[src/hw/rtl/arcball_map_to_sphere_core_assert.svh]
// assertion helpers shared by the arcball core
`ifndef ARCBALL_MAP_TO_SPHERE_CORE_ASSERT_SVH
`define ARCBALL_MAP_TO_SPHERE_CORE_ASSERT_SVH

// same-cycle implication, disabled during reset
`define AMS_ASSERT_IMPL(label, clk, rst, ante, cons, msg) \
   label: assert property (@(posedge clk) disable iff (rst) (ante) |-> (cons)) \
      else $error(msg);

// next-cycle implication, disabled during reset
`define AMS_ASSERT_NEXT(label, clk, rst, ante, cons, msg) \
   label: assert property (@(posedge clk) disable iff (rst) (ante) |=> (cons)) \
      else $error(msg);

`endif

[src/hw/rtl/ams_pkg.sv]
`timescale 1ns / 1ps

package ams_pkg;

   // field widths and defaults
   localparam int SCALE_BITS     = 18;
   localparam int COORD_BITS_DEF = 12;
   localparam int FRAC_BITS_DEF  = 15;
   localparam logic [SCALE_BITS-1:0] SCALE_RESET = SCALE_BITS'(128);

   // configuration register indexes
   localparam int CSR_IDX_BITS = 2;
   localparam logic [CSR_IDX_BITS-1:0] CSR_X_SCALE = 2'd0;
   localparam logic [CSR_IDX_BITS-1:0] CSR_Y_SCALE = 2'd1;

   // square root chain: one root bit per cell
   localparam int ROOT_BITS   = 32;
   localparam int RAD_BITS    = 2 * ROOT_BITS;
   localparam int SQ_REM_BITS = ROOT_BITS + 2;

   // divider chain: denominator is twice the root
   localparam int DEN_BITS = ROOT_BITS + 1;

   // the larger normalized magnitude lies in [2^29, 2^30)
   localparam int NORM_BITS = 30;
   localparam int NORM_MSB  = 29;

endpackage

[src/hw/rtl/ams_sqrt_cell.sv]
`timescale 1ns / 1ps

module ams_sqrt_cell (
   input  logic                              clock,
   input  logic [ams_pkg::SQ_REM_BITS-1:0]   rem_i,
   input  logic [ams_pkg::ROOT_BITS-1:0]     root_i,
   input  logic [ams_pkg::RAD_BITS-1:0]      rad_i,
   output logic [ams_pkg::SQ_REM_BITS-1:0]   rem_o,
   output logic [ams_pkg::ROOT_BITS-1:0]     root_o,
   output logic [ams_pkg::RAD_BITS-1:0]      rad_o
);

   logic [ams_pkg::SQ_REM_BITS-1:0] cur;
   logic [ams_pkg::SQ_REM_BITS-1:0] trial;
   logic [ams_pkg::SQ_REM_BITS-1:0] rem_in, rem_ff;
   logic [ams_pkg::ROOT_BITS-1:0]   root_in, root_ff;
   logic [ams_pkg::RAD_BITS-1:0]    rad_in, rad_ff;

   // bring down the next two radicand bits and try the next root bit
   always_comb begin
      cur   = {rem_i[ams_pkg::SQ_REM_BITS-3:0], rad_i[ams_pkg::RAD_BITS-1 -: 2]};
      trial = {root_i, 2'b01};
      if (cur >= trial) begin
         rem_in  = cur - trial;
         root_in = {root_i[ams_pkg::ROOT_BITS-2:0], 1'b1};
      end else begin
         rem_in  = cur;
         root_in = {root_i[ams_pkg::ROOT_BITS-2:0], 1'b0};
      end
      rad_in = {rad_i[ams_pkg::RAD_BITS-3:0], 2'b00};
   end

   always_ff @(posedge clock) begin
      rem_ff  <= rem_in;
      root_ff <= root_in;
      rad_ff  <= rad_in;
   end

   assign rem_o  = rem_ff;
   assign root_o = root_ff;
   assign rad_o  = rad_ff;

endmodule

[config.mk]
export PLATFORM = sky130hd
export DESIGN_NAME = ams_sqrt_cell
export DESIGN_NICKNAME = d
export VERILOG_FILES = /design/src/hw/rtl/arcball_map_to_sphere_core_assert.svh /design/src/hw/rtl/ams_pkg.sv /design/src/hw/rtl/ams_sqrt_cell.sv
export SDC_FILE = /design/constraint.sdc
export NUM_CORES = 1
export LEC_CHECK = 0
export BUFFER_PORTS_ARGS = -buffer_cell sky130_fd_sc_hd__buf_4
export CORE_MARGIN = 1
export CORE_UTILIZATION = 30
export CTS_CLUSTER_SIZE = 40
export DETAILED_ROUTE_END_ITERATION = 10
export RECOVER_POWER = 50
export SKIP_LAST_GASP = 1
export SLEW_MARGIN = 5
export SYNTH_ARGS = -nofsm -noshare
export SYNTH_HDL_FRONTEND = slang
export SYNTH_SLANG_ARGS = --single-unit
[constraint.sdc]
create_clock -name clock -period 3.7 [get_ports clock]
set_clock_uncertainty 0.05 [all_clocks]
set_input_delay 0.555 -clock clock [delete_from_list [all_inputs] [get_ports clock]]
set_output_delay 0.555 -clock clock [all_outputs]
set_load 0.02 [all_outputs]
==> reports/qor.log <==
qor: synth.seq_area_frac_synth 51.0%
qor: synth.synth_area 5020 um2
qor: floorplan.floorplan.initialDensity 31.2%
qor: hold_path.hold-path-endpoint rad_o[7]
qor: clock_tree.clk_root_buffer_cell sky130_fd_sc_hd__clkbuf_16
qor: clock_tree.clock_transition_at_the_registers_of_the_reported_paths 0.06 ns
qor: timing.totalNegativeSetupSlack 0 ns
qor: floorplan.die_y 131 um
qor: global_route.grt_overflow 0
qor: hold_path.timing.hold.worst.class primary input to register
qor: clock_tree.cts_htree_levels 4
qor: route.remaining_drc_errors 0
qor: hold_path.hold_path.startpoint rad_i[5]
qor: timing.rsz0062_at_grt false
qor: worst_setup_path.timing.critical_path.required 3.95 ns
qor: worst_setup_path.worstSetupEndpointType register
qor: worst_setup_path.start_kind primary input
qor: finish.layout_overhead_on_the_synthesized_area 52.4%
qor: route.drt_pass1_iterations 4
qor: run.max-cap-violations 0
qor: timing.slew_headroom 58.9%
qor: synth.postSynthRegisterBits 128
qor: global_route.global_route.usage.met2 32.0%
qor: synth.synth_top_family_by_area compound AO/OA/AOI/OAI gates
qor: finish.layout-drive-gt1-share 37.8%
qor: route.ant_nets 0
qor: synth.synth_edf_count 0
qor: clock_tree.post_cts.resized_instances 0
qor: timing.final.min_clock_period 3.07 ns
qor: timing.finalHoldViolations 0
qor: hold_path.hold-path-cell-count 1
qor: clock_tree.num_clock_sinks 128
qor: power_and_ir_drop.vdd_drop_max 0.000288 V
qor: worst_setup_path.critPathArrivalTime 3.32 ns
qor: route.dr.first_iter.drc_count 111
qor: place.port_buffers 256
qor: route.drt-total-wl 14800 um
qor: synth.synth-main-ff-cell sky130_fd_sc_hd__dfxtp_1
qor: worst_setup_path.cp-startpoint root_i[7]
qor: global_route.grt_pass1_wl 23200 um
qor: synth.post_synth_mux_area_share 5.16%
qor: synth.postSynthAreaPerCell 10.5 um2
qor: place.dp_hpwl 12100 um
qor: global_route.grt_start_max_net_pins 20
qor: global_route.antenna_found_initial 0
qor: timing.worst_slew_pin_slew 0.616 ns
qor: synth.post_synth_xor_xnor_area 4.71%
qor: floorplan.coreArea 16100 um2
qor: finish.design_area 7660 um2
qor: route.post_drt_via_cell_ratio 4.54
qor: global_route.grt_use_met3 4.75%
qor: synth.yosys.area_share.simple 9.34%
qor: clock_tree.number_of_hold_buffers_added_after_cts 0
qor: synth.synth-compound-area-share 16.7%
qor: global_route.grt.total_usage 17.2%
qor: floorplan.die_x 131 um
qor: worst_setup_path.timing_worst_setup_path_type primary input to register
qor: finish.antenna_cells_inserted 0
qor: floorplan.design.portCount 261
qor: clock_tree.cts_tree yes
qor: synth.synthesis.yosys.warnings 0
qor: route.post_drt_wl_per_cell 15.1 um
qor: clock_tree.cts_setup_buffers 0
qor: clock_tree.numCtsBuffers 17
qor: outcome.status finished, final reports clean
qor: floorplan.total_die_area 17300 um2
qor: finish.layout.core_utilization 47.5%
qor: timing.finalSetupViolations 0
qor: place.place_congestion 0.869
qor: power_and_ir_drop.power.density_cell_area 540 nW/um2
qor: worst_setup_path.cp_max_fanout 19
qor: global_route.met1_track_demand_over_resource 18.1%
qor: synth.synth_adder_area_share 8.47%
qor: synth.postSynth.asyncResetShare 0%
qor: global_route.gr-max-usage-layer met2
qor: clock_tree.clk_path_buf_depth 2
qor: synth.ys_types 60
qor: route.num_vias 4453
qor: timing.final_min_period_over_clock_period 83.0%
qor: place.placement.cell_area 7210 um2
qor: timing.timing_max_transition_violations_final 0
qor: global_route.first_global_vias 4580
qor: power_and_ir_drop.design_power_total 4.14 mW
qor: power_and_ir_drop.leakagePower 3.64 nW
qor: synth.netlist_instances 477
qor: floorplan.rows 46
qor: timing.timing.fmax 325 MHz
qor: finish.final_net_count 917
cell usage after synthesis (2+ instances only):
library cell,instances,area [um2]
sky130_fd_sc_hd__nor3_1,11,55.1
sky130_fd_sc_hd__xnor2_1,17,149
sky130_fd_sc_hd__inv_1,41,154
sky130_fd_sc_hd__clkbuf_1,3,11.3
sky130_fd_sc_hd__nand4_1,3,18.8
sky130_fd_sc_hd__o21ai_0,23,115
sky130_fd_sc_hd__nor2b_1,2,12.5
sky130_fd_sc_hd__mux2_2,19,214
sky130_fd_sc_hd__a21o_1,17,128
sky130_fd_sc_hd__nor2_1,17,63.8
sky130_fd_sc_hd__o31ai_1,3,22.5
sky130_fd_sc_hd__ha_1,34,425
sky130_fd_sc_hd__a31o_2,4,35.0
sky130_fd_sc_hd__nand3_1,14,70.1
sky130_fd_sc_hd__o21a_1,7,52.6
sky130_fd_sc_hd__a21oi_1,39,195
sky130_fd_sc_hd__nand2_1,21,78.8
sky130_fd_sc_hd__and3_1,8,50.1
sky130_fd_sc_hd__buf_4,3,22.5
sky130_fd_sc_hd__dfxtp_1,128,2560
sky130_fd_sc_hd__a31oi_1,4,25.0
sky130_fd_sc_hd__and2_1,2,12.5
sky130_fd_sc_hd__nor4b_1,3,26.3
sky130_fd_sc_hd__mux2_4,3,45.0
sky130_fd_sc_hd__xor2_1,10,87.6
sky130_fd_sc_hd__nand2b_1,2,12.5
sky130_fd_sc_hd__a211oi_1,4,30.0
sky130_fd_sc_hd__a221o_1,3,30.0
sequential cells by signal (all words and copies together), names as in the netlist:
| signal | cells |
|---|---|
| rad_o | 62 |
| rem_o | 34 |
| root_o | 32 |
critical path, cell delays in order:
cell and delay, ns:
sky130_fd_sc_hd__clkbuf_4 0.11, sky130_fd_sc_hd__inv_1 0.04, sky130_fd_sc_hd__ha_1 0.40, sky130_fd_sc_hd__nand3_2 0.15, sky130_fd_sc_hd__nor4b_2 0.35, sky130_fd_sc_hd__o31ai_2 0.17
sky130_fd_sc_hd__a2111oi_4 0.41, sky130_fd_sc_hd__o21ai_2 0.16, sky130_fd_sc_hd__a21boi_4 0.21, sky130_fd_sc_hd__nor2_4 0.06, sky130_fd_sc_hd__inv_2 0.05, sky130_fd_sc_hd__buf_4 0.26
sky130_fd_sc_hd__mux2_2 0.37
final cells by class:
| cell class | instances | area, um2 |
|---|---|---|
| fill | 1552 | 8460 |
| sequential | 128 | 2560 |
| multi-input combinational | 299 | 2240 |
| timing repair buffer | 264 | 1820 |
| clock buffer | 17 | 425 |
| tap | 216 | 270 |
| clock inverter | 14 | 180 |
| inverter | 42 | 158 |
cell usage in the layout, fill, tap and decap left out, types with 2 or more instances in the layout:
| cell | synthesis | final |
|---|---|---|
| sky130_fd_sc_hd__nand2_1 | 21 | 21 |
| sky130_fd_sc_hd__mux2_2 | 19 | 19 |
| sky130_fd_sc_hd__nand4_1 | 3 | 3 |
| sky130_fd_sc_hd__o21ai_0 | 23 | 23 |
| sky130_fd_sc_hd__and3_1 | 8 | 8 |
| sky130_fd_sc_hd__a31o_2 | 4 | 4 |
| sky130_fd_sc_hd__nand3_1 | 14 | 14 |
| sky130_fd_sc_hd__a21o_1 | 17 | 17 |
| sky130_fd_sc_hd__clkbuf_4 | 0 | 86 |
| sky130_fd_sc_hd__mux2_4 | 3 | 3 |
| sky130_fd_sc_hd__clkbuf_16 | 0 | 17 |
| sky130_fd_sc_hd__clkbuf_1 | 3 | 42 |
| sky130_fd_sc_hd__xor2_1 | 10 | 10 |
| sky130_fd_sc_hd__conb_1 | 1 | 2 |
| sky130_fd_sc_hd__buf_4 | 3 | 136 |
| sky130_fd_sc_hd__a31oi_1 | 4 | 4 |
| sky130_fd_sc_hd__inv_6 | 0 | 6 |
| sky130_fd_sc_hd__nor2b_1 | 2 | 2 |
| sky130_fd_sc_hd__xnor2_1 | 17 | 17 |
| sky130_fd_sc_hd__a21oi_1 | 39 | 39 |
| sky130_fd_sc_hd__o21a_1 | 7 | 7 |
| sky130_fd_sc_hd__o31ai_1 | 3 | 3 |
| sky130_fd_sc_hd__clkinvlp_4 | 0 | 2 |
| sky130_fd_sc_hd__bufinv_16 | 0 | 3 |
| sky130_fd_sc_hd__inv_1 | 41 | 41 |
| sky130_fd_sc_hd__nand2b_1 | 2 | 2 |
| sky130_fd_sc_hd__a211oi_1 | 4 | 4 |
| sky130_fd_sc_hd__a221o_1 | 3 | 3 |
| sky130_fd_sc_hd__ha_1 | 34 | 34 |
| sky130_fd_sc_hd__nor4b_1 | 3 | 3 |
| sky130_fd_sc_hd__dfxtp_1 | 128 | 128 |
| sky130_fd_sc_hd__nor3_1 | 11 | 11 |
| sky130_fd_sc_hd__nor2_1 | 17 | 17 |
| sky130_fd_sc_hd__clkinv_4 | 0 | 2 |
| sky130_fd_sc_hd__and2_1 | 2 | 2 |
worst max-delay path by stage:
stage                     depth (start not counted)        end  slack (ns)
after floorplan                                  13  rem_o[25]        0.61
after global placement                           13  rem_o[18]        0.27
after detailed placement                         13  rem_o[23]        0.22
after CTS                                        13  rem_o[23]        0.65
after global routing                             13  rem_o[18]        0.41
final                                            13  rem_o[23]        0.63
power by group:
| part | leakage [nW] | switching (mW) | internal, mW |
|---|---|---|---|
| Sequential | 1.08 | 0.0321 | 1.50 |
| Combinational | 2.27 | 0.492 | 0.405 |
| Clock | 0.292 | 0.637 | 1.07 |
| Total | 3.64 | 1.16 | 2.98 |
routing by layer:
metal / share of wire [%] / vias up
met1: 40 / 2028
li1: - / 2238
met2: 53 / 168
met4: 1.8 / 0
met3: 5.9 / 19
met5: 0 / -
cell families after synthesis:
family | Yosys count
xor+xnor | 27
mux | 22
simple gates | 90
flops | 128
buf+inv | 51
other cells | 1
fa+ha+maj | 34
compound gates | 124
stage by stage:
step	hold slack (ns)	cells	worst slack (ns)
after floorplan	0.533	478	0.613
after detailed placement	0.611	949	0.217
after CTS	0.175	980	0.651
final	0.213	980	0.628
after global placement	0.610	949	0.269
after global routing	0.192	980	0.407
Note: power is estimated with default switching activity, not from simulation.
