## config.mk

```make
export PLATFORM = sky130hd
export DESIGN_NAME = ams_div_cell
export DESIGN_NICKNAME = d
export VERILOG_FILES = /design/src/hw/rtl/arcball_map_to_sphere_core_assert.svh /design/src/hw/rtl/ams_pkg.sv /design/src/hw/rtl/ams_div_cell.sv
export SDC_FILE = /design/constraint.sdc
export NUM_CORES = 1
export LEC_CHECK = 0
export BUFFER_PORTS_ARGS = -buffer_cell sky130_fd_sc_hd__buf_2
export CORE_MARGIN = 2
export CORE_UTILIZATION = 49
export DETAILED_ROUTE_END_ITERATION = 6
export GPL_TIMING_DRIVEN = 0
export PLACE_DENSITY = 0.81
export SLEW_MARGIN = 20
export SYNTH_ARGS = -nofsm -noshare
export SYNTH_HDL_FRONTEND = slang
export SYNTH_SLANG_ARGS = --single-unit
```

## constraint.sdc

```tcl
create_clock -name clock -period 5 [get_ports clock]
set_clock_uncertainty 0.05 [all_clocks]
set_input_delay 1 -clock clock [delete_from_list [all_inputs] [get_ports clock]]
set_output_delay 1 -clock clock [all_outputs]
set_load 0.05 [all_outputs]
```

## src/hw/rtl/arcball_map_to_sphere_core_assert.svh

```systemverilog
// assertion helpers shared by the arcball core
`ifndef ARCBALL_MAP_TO_SPHERE_CORE_ASSERT_SVH
`define ARCBALL_MAP_TO_SPHERE_CORE_ASSERT_SVH

// same-cycle implication, disabled during reset
`define AMS_ASSERT_IMPL(label, clk, rst, ante, cons, msg) \
   label: assert property (@(posedge clk) disable iff (rst) (ante) |-> (cons)) \
      else $error(msg);

// next-cycle implication, disabled during reset
`define AMS_ASSERT_NEXT(label, clk, rst, ante, cons, msg) \
   label: assert property (@(posedge clk) disable iff (rst) (ante) |=> (cons)) \
      else $error(msg);

`endif

```

## src/hw/rtl/ams_pkg.sv

```systemverilog
`timescale 1ns / 1ps

package ams_pkg;

   // field widths and defaults
   localparam int SCALE_BITS     = 18;
   localparam int COORD_BITS_DEF = 12;
   localparam int FRAC_BITS_DEF  = 15;
   localparam logic [SCALE_BITS-1:0] SCALE_RESET = SCALE_BITS'(128);

   // configuration register indexes
   localparam int CSR_IDX_BITS = 2;
   localparam logic [CSR_IDX_BITS-1:0] CSR_X_SCALE = 2'd0;
   localparam logic [CSR_IDX_BITS-1:0] CSR_Y_SCALE = 2'd1;

   // square root chain: one root bit per cell
   localparam int ROOT_BITS   = 32;
   localparam int RAD_BITS    = 2 * ROOT_BITS;
   localparam int SQ_REM_BITS = ROOT_BITS + 2;

   // divider chain: denominator is twice the root
   localparam int DEN_BITS = ROOT_BITS + 1;

   // the larger normalized magnitude lies in [2^29, 2^30)
   localparam int NORM_BITS = 30;
   localparam int NORM_MSB  = 29;

endpackage

```

## src/hw/rtl/ams_div_cell.sv

```systemverilog
`timescale 1ns / 1ps

module ams_div_cell #(
   parameter int QW = ams_pkg::FRAC_BITS_DEF + 1
) (
   input  logic                           clock,
   input  logic [ams_pkg::DEN_BITS-1:0]   den_i,
   input  logic [ams_pkg::DEN_BITS-1:0]   rem_x_i,
   input  logic [ams_pkg::DEN_BITS-1:0]   rem_y_i,
   input  logic [QW-1:0]                  low_x_i,
   input  logic [QW-1:0]                  low_y_i,
   input  logic [QW-1:0]                  quo_x_i,
   input  logic [QW-1:0]                  quo_y_i,
   output logic [ams_pkg::DEN_BITS-1:0]   den_o,
   output logic [ams_pkg::DEN_BITS-1:0]   rem_x_o,
   output logic [ams_pkg::DEN_BITS-1:0]   rem_y_o,
   output logic [QW-1:0]                  low_x_o,
   output logic [QW-1:0]                  low_y_o,
   output logic [QW-1:0]                  quo_x_o,
   output logic [QW-1:0]                  quo_y_o
);

   localparam int CW = ams_pkg::DEN_BITS + 1;

   logic [CW-1:0] cur_x, cur_y;
   logic          qx, qy;
   logic [ams_pkg::DEN_BITS-1:0] den_ff, rem_x_in, rem_x_ff, rem_y_in, rem_y_ff;
   logic [QW-1:0] low_x_ff, low_y_ff, quo_x_ff, quo_y_ff;

   // restoring step on both lanes, sharing the denominator
   always_comb begin
      cur_x = {rem_x_i, low_x_i[QW-1]};
      cur_y = {rem_y_i, low_y_i[QW-1]};
      qx    = (cur_x >= {1'b0, den_i});
      qy    = (cur_y >= {1'b0, den_i});
      rem_x_in = qx ? ams_pkg::DEN_BITS'(cur_x - {1'b0, den_i})
                    : ams_pkg::DEN_BITS'(cur_x);
      rem_y_in = qy ? ams_pkg::DEN_BITS'(cur_y - {1'b0, den_i})
                    : ams_pkg::DEN_BITS'(cur_y);
   end

   always_ff @(posedge clock) begin
      den_ff   <= den_i;
      rem_x_ff <= rem_x_in;
      rem_y_ff <= rem_y_in;
      low_x_ff <= {low_x_i[QW-2:0], 1'b0};
      low_y_ff <= {low_y_i[QW-2:0], 1'b0};
      quo_x_ff <= {quo_x_i[QW-2:0], qx};
      quo_y_ff <= {quo_y_i[QW-2:0], qy};
   end

   assign den_o   = den_ff;
   assign rem_x_o = rem_x_ff;
   assign rem_y_o = rem_y_ff;
   assign low_x_o = low_x_ff;
   assign low_y_o = low_y_ff;
   assign quo_x_o = quo_x_ff;
   assign quo_y_o = quo_y_ff;

endmodule

```

==> results of run 1 <==
[final timing paths]
kind     endpoint  slack [ns]  depth (start not counted)
min    low_x_o[1]        0.61                          1
max   rem_y_o[20]        0.60                         16
[sequential cells by signal (all words and copies together), names as in the netlist]
signal and cells:
den_o 33, rem_x_o 33, rem_y_o 33, quo_x_o 16, quo_y_o 16, low_x_o 15
low_y_o 15
[power groups by stage]
stage               clock network, W  registers, W  logic, W
floorplan                          0       0.00206  0.000540
global placement                   0       0.00150   0.00145
detailed placement                 0       0.00150   0.00147
CTS                          0.00129       0.00147   0.00148
finish                       0.00127       0.00147   0.00148
global route                 0.00134       0.00149   0.00157
[metrics by stage]
step           std cells  util [%]  hold WS (ns)
2_1_floorplan        815         -         0.978
3_3_place_gp        1353      61.8          1.05
3_5_place_dp        1353      61.8          1.05
4_1_cts             1385      65.5         0.606
5_1_grt             1388      65.5         0.605
6_report            1389      65.5         0.613
[cell usage after synthesis (all sizes together), types with 3 or more instances]
| master | number | area [um2] |
|---|---|---|
| o21bai | 5 | 37.5 |
| or3 | 3 | 18.8 |
| a221oi | 3 | 32.5 |
| nor4 | 3 | 18.8 |
| nor2 | 49 | 191 |
| a31oi | 7 | 43.8 |
| ha | 66 | 826 |
| o21ai | 34 | 170 |
| nor3 | 17 | 85.1 |
| a21boi | 5 | 37.5 |
| nor2b | 6 | 37.5 |
| dfxtp | 161 | 3220 |
| a21o | 37 | 278 |
| mux2 | 48 | 612 |
| buf | 8 | 63.8 |
| xor2 | 15 | 131 |
| nand4 | 13 | 81.3 |
| clkbuf | 17 | 63.8 |
| a21oi | 57 | 285 |
| a211oi | 8 | 65.1 |
| nand2 | 40 | 150 |
| o211ai | 10 | 75.1 |
| or2 | 6 | 37.5 |
| o31ai | 12 | 90.1 |
| inv | 60 | 230 |
| o21a | 13 | 97.6 |
| and3 | 10 | 62.6 |
| o31a | 4 | 43.8 |
| a31o | 4 | 35.0 |
| xnor2 | 32 | 280 |
| nand3 | 17 | 85.1 |
[per-layer routing]
| layer | GRT usage [%] | wire length [um] | up-vias |
|---|---|---|---|
| met3 | 5.42 | 1640 | 65 |
| met1 | 29.3 | 9080 | 3363 |
| met2 | 49.4 | 12300 | 331 |
| li1 | - | - | 3619 |
| met4 | 14.5 | 1030 | 0 |
| met5 | 0 | 0 | - |
[layout make-up]
type / instances / area (um2) / area share [%]
diodes: 4 / 10.0 / 0.0965
plain buffers: 25 / 128 / 1.23
clock buffers: 18 / 429 / 4.14
clock inverters: 14 / 146 / 1.41
inverters: 60 / 230 / 2.22
multi-input cells: 569 / 4320 / 41.7
flip-flops and latches: 161 / 3220 / 31.1
well taps: 216 / 270 / 2.61
repair buffers: 322 / 1610 / 15.5
[cells by family after synthesis]
group                      Yosys count
muxes                               50
AOI/OAI and AO/OA                  223
and+or+nand+nor                    179
DFF                                161
buffers and inverters               85
xor gates and xnor gates            47
other                                1
adders and majority gates           68
==> results.py, run 1 <==
metrics = {
    "pwr": {
        "p_sw_w": 0.00167,
        "p_per_area_nw_per_um2": 407,
        "netSwitchingFraction_pct": 39.5,
        "ir_drop_mv": 0.232,
        "comb_power_share_pct": 35.1,
        "p_int_w": 0.00255,
        "p_seq_share_pct": 34.9,
        "clkPwrFrac_pct": 30.0,
        "finalPower_w": 0.00422,
        "p_leak_nw": 5.20,
    },
    "global_routing": {
        "grt_overflow": 0,
        "grt_usage_pct": 27.0,
        "grt_pass1_vias": 6981,
        "grt_max_degree": 18,
        "antenna_found_initial": 4,
        "grt_pass1_wl_um": 35200,
    },
    "critical_path": {
        "crit_family": "compound AO/OA/AOI/OAI gates",
        "critical_path.startpoint": "low_y_i[15]",
        "required_ns": 5.27,
        "worst-path-max-fanout": 10,
        "worstPathCellList": "buf_2 -> inv_1 -> ha_1 -> inv_1 -> fa_1 -> a21o_1 -> a221oi_2 -> o221ai_2 -> a2111o_1 -> a211oi_2 -> o31a_4 -> o21a_1 -> buf_6 -> inv_6 -> buf_6 -> mux2_4",
        "path_buf_inv": 6,
        "cpPeakStageDelay_ns": 0.55,
        "end_kind": "register",
        "worst-setup-path-type": "input pin to register",
        "cp.arrival_ns": 4.67,
        "crit_path_top_delay_cell": "a2111o_1",
        "start_kind": "input pin",
    },
    "synthesis": {
        "synth.mux.area_fraction_pct": 8.00,
        "synth_cell_type_count": 71,
        "syn-cell-area_um2": 7900,
        "synth-seq-cells": 161,
        "synth_simple_gate_area_share_pct": 11.2,
        "synth_edf_count": 0,
        "synth-xor-area-share_pct": 5.21,
        "synth_seq_area_share_pct": 40.8,
        "synth_top_family_by_area": "compound AO/OA/AOI/OAI gates",
        "syn_inst": 814,
        "ys.flop_type": "dfxtp_1",
        "synth_compound_area_share_pct": 19.2,
        "async_flop_share_pct": 0,
        "synthAdderAreaFrac_pct": 11.0,
        "synth_warnings": 0,
        "avgSynthCellArea_um2": 9.70,
    },
    "finish": {
        "fin_nets": 1388,
        "final_cell_mix": "325 x buf_2, 161 x dfxtp_1, 66 x ha_1",
        "drive_gt1_share_pct": 34.6,
        "finalInstanceArea_um2": 10400,
        "fillCellCount": 1333,
        "syn2layout_area_growth_pct": 31.3,
        "final_common_cell": "buf_2",
    },
    "detailed_routing": {
        "drc": 0,
        "routed_via_density": 5.31,
        "vias": 7378,
        "drt_first_pass_iters": 5,
        "drtAntennaViolNets": 0,
        "drt-initial-drc-count": 422,
        "wl_per_cell_um": 17.3,
        "drt-total-wl_um": 24100,
    },
    "clock_tree": {
        "numCtsBuffers": 17,
        "hold_buffers": 0,
        "cts-resized-gates": 0,
        "cts_max_level": 4,
        "cts-root-buf": "clkbuf_16",
        "clockBufferDepth": 2,
        "cts_tree": "done",
        "cts_setup_buffers": 0,
        "cts_sinks": 161,
        "clkTransAtPathRegs_ns": 0.07,
    },
    "floorplan": {
        "initial_core_util_pct": 49.9,
        "io_pins": 327,
        "dieHeight_um": 131,
        "die_area_um2": 17200,
        "coreArea_um2": 15800,
        "die_w_um": 131,
        "rows": 46,
    },
    "placement": {
        "hpwl_um": 19400,
        "post-place-ws_ns": 0.223,
        "io_buffers": 322,
        "placed_area_um2": 9790,
        "gpl.final_weighted_congestion": 0.898,
    },
    "hold_path": {
        "holdCritStartpoint": "low_x_i[0]",
        "hp-class": "input pin to register",
    },
    "sta": {
        "slew-limit-headroom_pct": 24.9,
        "rsz0062_at_grt": "false",
        "hold_viol_final": 0,
        "finalCritPeriodShare_pct": 88.0,
        "setup-violations-final": 0,
        "drv_slew": 0,
        "fin_tns_setup_ns": 0,
        "max_slew.worst_pin.slew_ns": 1.12,
        "max_freq_ghz": 0.227,
        "finalWorstSetupSlack_ns": 0.598,
        "fin_crit_ns": 4.40,
    },
    "run": {
        "drv_cap": 0,
    },
    "status": {
        "outcome": "complete, no violations",
    },
}
(Power assumes the default switching activity.)
==> run 2, diff against run 1 <==
- CELL_PAD_IN_SITES_DETAIL_PLACEMENT: unset -> 0
- CELL_PAD_IN_SITES_GLOBAL_PLACEMENT: unset -> 1
- CORE_UTILIZATION: 49 -> 36
- REMOVE_ABC_BUFFERS: unset -> 1
==> run 2 against run 1 <==
  * Routed wire length increased by 3.1%
  * Critical path depth decreased by 3
  * Global-route usage decreased by 6.4 points
  * Largest power group is now sequential cells
  * Highest routed layer is now met5
==> results.py, run 2 (same netlist as run 1, synthesis figures left out) <==
metrics = {
    "run": {
        "drv_cap": 0,
    },
    "clock_tree": {
        "cts_max_level": 4,
        "cts-resized-gates": 0,
        "cts_sinks": 161,
        "numCtsBuffers": 17,
        "clockBufferDepth": 2,
        "clkTransAtPathRegs_ns": 0.08,
        "cts_setup_buffers": 0,
        "cts-root-buf": "clkbuf_16",
        "cts_tree": "done",
        "hold_buffers": 0,
    },
    "finish": {
        "final_common_cell": "buf_2",
        "final_cell_count_no_fill": 1427,
        "register_area_um2": 3220,
        "utilization_pct": 47.7,
        "final_cell_mix": "322 x buf_2, 161 x dfxtp_1, 66 x ha_1",
        "finalInstanceArea_um2": 10300,
        "drive_gt1_share_pct": 34.8,
        "multi_input_area_um2": 4330,
        "syn2layout_area_growth_pct": 30.9,
        "fillCellCount": 2112,
        "fin_nets": 1363,
    },
    "global_routing": {
        "grt_usage_pct": 20.7,
        "grt_overflow": 0,
        "grt_pass1_wl_um": 37400,
        "antenna_found_initial": 4,
        "grt_max_degree": 28,
        "grt_pass1_vias": 6815,
    },
    "sta": {
        "drv_slew": 0,
        "setup-violations-final": 0,
        "fin_crit_ns": 4.62,
        "hold_viol_final": 0,
        "hold_ws_ns": 0.607,
        "max_slew.worst_pin.slew_ns": 1.07,
        "slew-limit-headroom_pct": 28.7,
        "max_freq_ghz": 0.216,
        "rsz0062_at_grt": "false",
        "finalCritPeriodShare_pct": 92.4,
        "fin_tns_setup_ns": 0,
    },
    "placement": {
        "gpl.final_weighted_congestion": 0.907,
        "hpwl_um": 20100,
        "io_buffers": 322,
        "place_inst": 1392,
        "placed_area_um2": 9740,
    },
    "hold_path": {
        "min_path_cells": 1,
        "hold_end": "low_x_o[14]",
        "holdCritStartpoint": "low_x_i[13]",
        "hp-class": "input pin to register",
    },
    "pwr": {
        "ir_drop_mv": 0.236,
        "clkPwrFrac_pct": 31.2,
        "p_per_area_nw_per_um2": 412,
        "netSwitchingFraction_pct": 39.7,
        "p_leak_nw": 5.16,
        "comb_power_share_pct": 34.4,
        "p_int_w": 0.00257,
        "p_seq_share_pct": 34.4,
        "p_sw_w": 0.00169,
    },
    "critical_path": {
        "worst-setup-path-type": "input pin to register",
        "required_ns": 5.27,
        "cp.arrival_ns": 4.89,
        "start_kind": "input pin",
        "end_kind": "register",
        "worst-path-max-fanout": 27,
    },
    "detailed_routing": {
        "drtAntennaViolNets": 0,
        "vias": 7186,
        "drc": 0,
        "drt-total-wl_um": 24900,
        "wl_per_cell_um": 17.4,
        "drt-initial-drc-count": 343,
        "routed_via_density": 5.04,
        "drt_first_pass_iters": 5,
    },
    "floorplan": {
        "io_pins": 327,
        "initial_core_util_pct": 36.4,
        "rows": 54,
        "die_w_um": 152,
        "dieHeight_um": 152,
        "die_area_um2": 23100,
        "coreArea_um2": 21700,
    },
    "status": {
        "outcome": "complete, no violations",
    },
}
[run 2: cell types whose count changed in the layout (fill, tap and decap cells not counted), moves of 2 or more]
cell,previous run,this run
buf_6,3,0
clkinv_4,2,0
buf_4,2,0
buf_2,325,322
inv_6,3,6
clkinvlp_4,3,1
clkbuf_1,18,0
[run 2: how the worst max path moves through the flow]
stage                             to  depth (start not counted)        start
final                     rem_y_o[8]                         13     den_i[0]
after global routing      rem_y_o[8]                         13     den_i[0]
after CTS                 rem_y_o[4]                         13     den_i[0]
after detailed placement  rem_y_o[4]                         13     den_i[0]
after global placement    rem_y_o[5]                         13     den_i[0]
after floorplan           rem_y_o[2]                         13  low_y_i[15]
[run 2: power by group through the flow]
stage,Clock [W],Combinational [W],Sequential [W]
final,0.00133,0.00147,0.00147
after global routing,0.00142,0.00155,0.00148
after CTS,0.00137,0.00147,0.00147
after detailed placement,0,0.00146,0.00150
after global placement,0,0.00146,0.00150
after floorplan,0,0.000532,0.00206
[run 2: per-stage QoR]
stage | total power (W) | worst slack (ns)
after floorplan | 0.00259 | 0.713
after global placement | 0.00295 | 0.0438
after detailed placement | 0.00296 | 0.0153
after CTS | 0.00431 | 0.475
after global routing | 0.00446 | 0.232
final | 0.00427 | 0.378
[run 2: layout make-up]
class	count	area share, %
Multi-Input combinational cell	569	41.9
Timing Repair Buffer	322	15.6
Clock buffer	18	4.25
Tap cell	280	3.39
Inverter	60	2.23
Clock inverter	14	1.46
Antenna cell	3	0.0726
Sequential cell	161	31.2
[run 2: layer usage]
layer	GRT usage [%]	vias up	wire (um)	part of all wire, %
met3	5.36	48	1520	6.1
met5	0	-	7	0.028
met2	36.5	285	12300	50
li1	-	3579	-	-
met1	23.7	3272	10200	41
met4	8.68	2	846	3.4
[run 2: worst max-delay path, cell delays in order]
cell      delay [ns]
buf_2           0.15
ha_1            0.19
inv_1           0.06
fa_1            0.40
a21o_1          0.23
a221oi_2        0.39
o221ai_2        0.22
a2111o_1        0.55
a211oi_2        0.38
o31a_4          0.24
o21a_1          0.42
inv_6           0.23
mux2_1          0.37
==> run 3, diff against run 2 <==
- ABC_AREA: unset -> 1
- CORE_UTILIZATION: 36 -> 35
==> run 3 against run 2 <==
  * First-iteration DRC count grew 55%
  * Combinational power grew 5%
  * Utilization shrank 2.7 points
  * Global-route usage grew 1.3 points
  * Critical path type unchanged
  * Critical endpoint is now rem_y_o[17]
  * Largest cell class unchanged
  * Highest routed layer is now met4
==> results.py, run 3 <==
metrics = {
    "status": {
        "outcome": "complete, no violations",
    },
    "critical_path": {
        "path_buf_inv": 4,
        "end_kind": "register",
        "cpPeakStageDelay_ns": 0.65,
        "crit_family": "simple AND/OR/NAND/NOR gates",
        "worstPathCellList": "buf_2 -> inv_1 -> ha_1 -> nand2_1 -> inv_1 -> nand2_1 -> inv_2 -> nand2_1 -> nor2_1 -> nand2_1 -> nand2_2 -> nor2_4 -> nand2_4 -> nand3_1 -> nand2_1",
        "worst-path-max-fanout": 35,
        "cp.arrival_ns": 3.85,
        "worst-setup-path-type": "input pin to register",
        "crit_path_top_delay_cell": "nor2_4",
        "start_kind": "input pin",
        "required_ns": 5.27,
        "crit_top_cell": "nand2_1",
    },
    "sta": {
        "setup-violations-final": 0,
        "finalCritPeriodShare_pct": 71.7,
        "fin_tns_setup_ns": 0,
        "rsz0062_at_grt": "false",
        "fin_crit_ns": 3.58,
        "max_slew.worst_pin.slew_ns": 0.888,
        "hold_viol_final": 0,
        "hold_ws_ns": 0.604,
        "max_freq_ghz": 0.279,
        "drv_slew": 0,
        "slew-limit-headroom_pct": 40.6,
    },
    "synthesis": {
        "syn-cell-area_um2": 9690,
        "async_flop_share_pct": 0,
        "avgSynthCellArea_um2": 6.47,
        "synth_warnings": 0,
        "synth_top_cells_by_count": "582 x nand2_1, 281 x inv_1, 161 x dfxtp_1",
        "synth_edf_count": 0,
        "synth_seq_area_share_pct": 33.3,
        "synth_cell_type_count": 33,
        "synth_top_area_share_pct": 33.3,
        "yosysTopAreaCell": "dfxtp_1",
        "ys.flop_type": "dfxtp_1",
        "synth_area_leaders": "dfxtp_1 33%, nand2_1 23%, inv_1 11%",
        "syn_inst": 1496,
        "synth_most_common_cell": "nand2_1",
        "synth-seq-cells": 161,
    },
    "clock_tree": {
        "cts-root-buf": "clkbuf_16",
        "cts_tree": "done",
        "hold_buffers": 0,
        "cts_max_level": 4,
        "clkTransAtPathRegs_ns": 0.08,
        "cts_setup_buffers": 0,
        "cts-resized-gates": 0,
        "clockBufferDepth": 2,
        "numCtsBuffers": 17,
        "cts_sinks": 161,
    },
    "detailed_routing": {
        "routed_via_density": 4.52,
        "drt-initial-drc-count": 530,
        "vias": 9816,
        "highest_layer": "met4",
        "wl_per_cell_um": 14.8,
        "drt_first_pass_iters": 5,
        "met2_length_um": 15200,
        "route.met3.wl_um": 2040,
        "wirelength_met1_um": 14300,
        "drc": 0,
        "drtAntennaViolNets": 0,
        "drt-total-wl_um": 32200,
    },
    "pwr": {
        "p_leak_nw": 7.22,
        "p_per_area_nw_per_um2": 356,
        "ir_drop_mv": 0.193,
        "clkPwrFrac_pct": 30.7,
        "netSwitchingFraction_pct": 42.3,
        "p_seq_share_pct": 33.7,
        "comb_power_share_pct": 35.6,
        "p_int_w": 0.00250,
        "p_sw_w": 0.00183,
    },
    "global_routing": {
        "grt_pass1_wl_um": 48500,
        "grt_overflow": 0,
        "antenna_found_initial": 0,
        "grt_pass1_vias": 9103,
        "grt_usage_pct": 22.0,
        "grt_max_degree": 36,
    },
    "hold_path": {
        "hp-class": "input pin to register",
        "min_path_cells": 1,
        "hold_end": "quo_y_o[4]",
        "holdCritStartpoint": "quo_y_i[3]",
    },
    "finish": {
        "multi_input_area_um2": 5250,
        "final_cell_mix": "582 x nand2_1, 322 x buf_2, 281 x inv_1",
        "fillCellCount": 2914,
        "fin_nets": 2050,
        "drive_gt1_share_pct": 22.5,
        "register_area_um2": 3220,
        "final_common_cell": "nand2_1",
        "antennaDiodeCount": 0,
        "syn2layout_area_growth_pct": 25.5,
    },
    "floorplan": {
        "die_area_um2": 29000,
        "dieHeight_um": 170,
        "rows": 60,
        "initial_core_util_pct": 35.8,
        "io_pins": 327,
        "coreArea_um2": 27000,
        "die_w_um": 170,
    },
    "placement": {
        "hpwl_um": 26700,
        "io_buffers": 322,
        "gpl.final_weighted_congestion": 0.889,
    },
    "run": {
        "drv_cap": 0,
    },
}
## run 3: changes by cell type after synthesis, moves of 18 or more
cell,change
a21o_1,-33
nand3_2,+21
inv_1,+223
nand2_1,+542
mux2_4,-19
nand3b_1,+18
nand3_1,+100
o21ai_0,-32
mux2_1,-22
xnor2_1,-30
nor2_1,+29
## run 3: power groups by stage
stage	clock network, W	registers, W	logic [W]
after floorplan	0	0.00202	0.000595
after CTS	0.00137	0.00146	0.00155
after detailed placement	0	0.00149	0.00154
after global placement	0	0.00149	0.00154
final	0.00133	0.00146	0.00154
after global routing	0.00142	0.00147	0.00168
## run 3: cell type report
| class | instances | share of cell area (%) |
|---|---|---|
| multi-input cells | 1030 | 43.2 |
| flip-flops and latches | 161 | 26.5 |
| repair buffers | 322 | 13.3 |
| inverters | 286 | 8.83 |
| clock buffers | 18 | 3.53 |
| well taps | 341 | 3.51 |
| clock inverters | 14 | 1.19 |
## run 3: through the flow
stage	std cells	power (W)	cell area (um2)	setup WS [ns]	utilization (%)
6_report	2172	0.00433	12200	1.42	45.0
5_1_grt	2172	0.00457	12200	1.23	45.0
4_1_cts	2172	0.00438	12200	1.46	45.0
3_5_place_dp	2140	0.00303	11600	1.00	42.9
3_3_place_gp	2140	0.00303	11600	1.01	42.9
2_1_floorplan	1477	0.00262	9540	2.02	-
## run 3: cells by family after synthesis
family / Yosys count / share of synthesized area [%]
AO/OA/AOI/OAI: 48 / 2.65
XOR/XNOR: 28 / 2.53
adder cells (fa/ha/maj): 68 / 8.94
buffers and inverters: 306 / 12.6
flip-flops: 161 / 33.3
other: 1 / 0.0387
AND/OR/NAND/NOR: 884 / 40.0
## run 3: worst max path at each step
| stage | cells past startpoint | endpoint | slack [ns] | start |
|---|---|---|---|---|
| global route | 15 | rem_y_o[17] | 1.23 | den_i[15] |
| detailed placement | 15 | rem_y_o[17] | 1.00 | den_i[15] |
| floorplan | 12 | rem_y_o[0] | 2.02 | den_i[29] |
| global placement | 15 | rem_y_o[17] | 1.01 | den_i[15] |
| finish | 15 | rem_y_o[17] | 1.42 | den_i[15] |
| CTS | 15 | rem_y_o[17] | 1.46 | den_i[15] |
## run 3: layer usage
layer  up-vias  GRT usage (%)
met4         0           6.73
met1      4249           27.5
met3        40           3.72
li1       5182              -
met5         -              0
met2       345           38.6
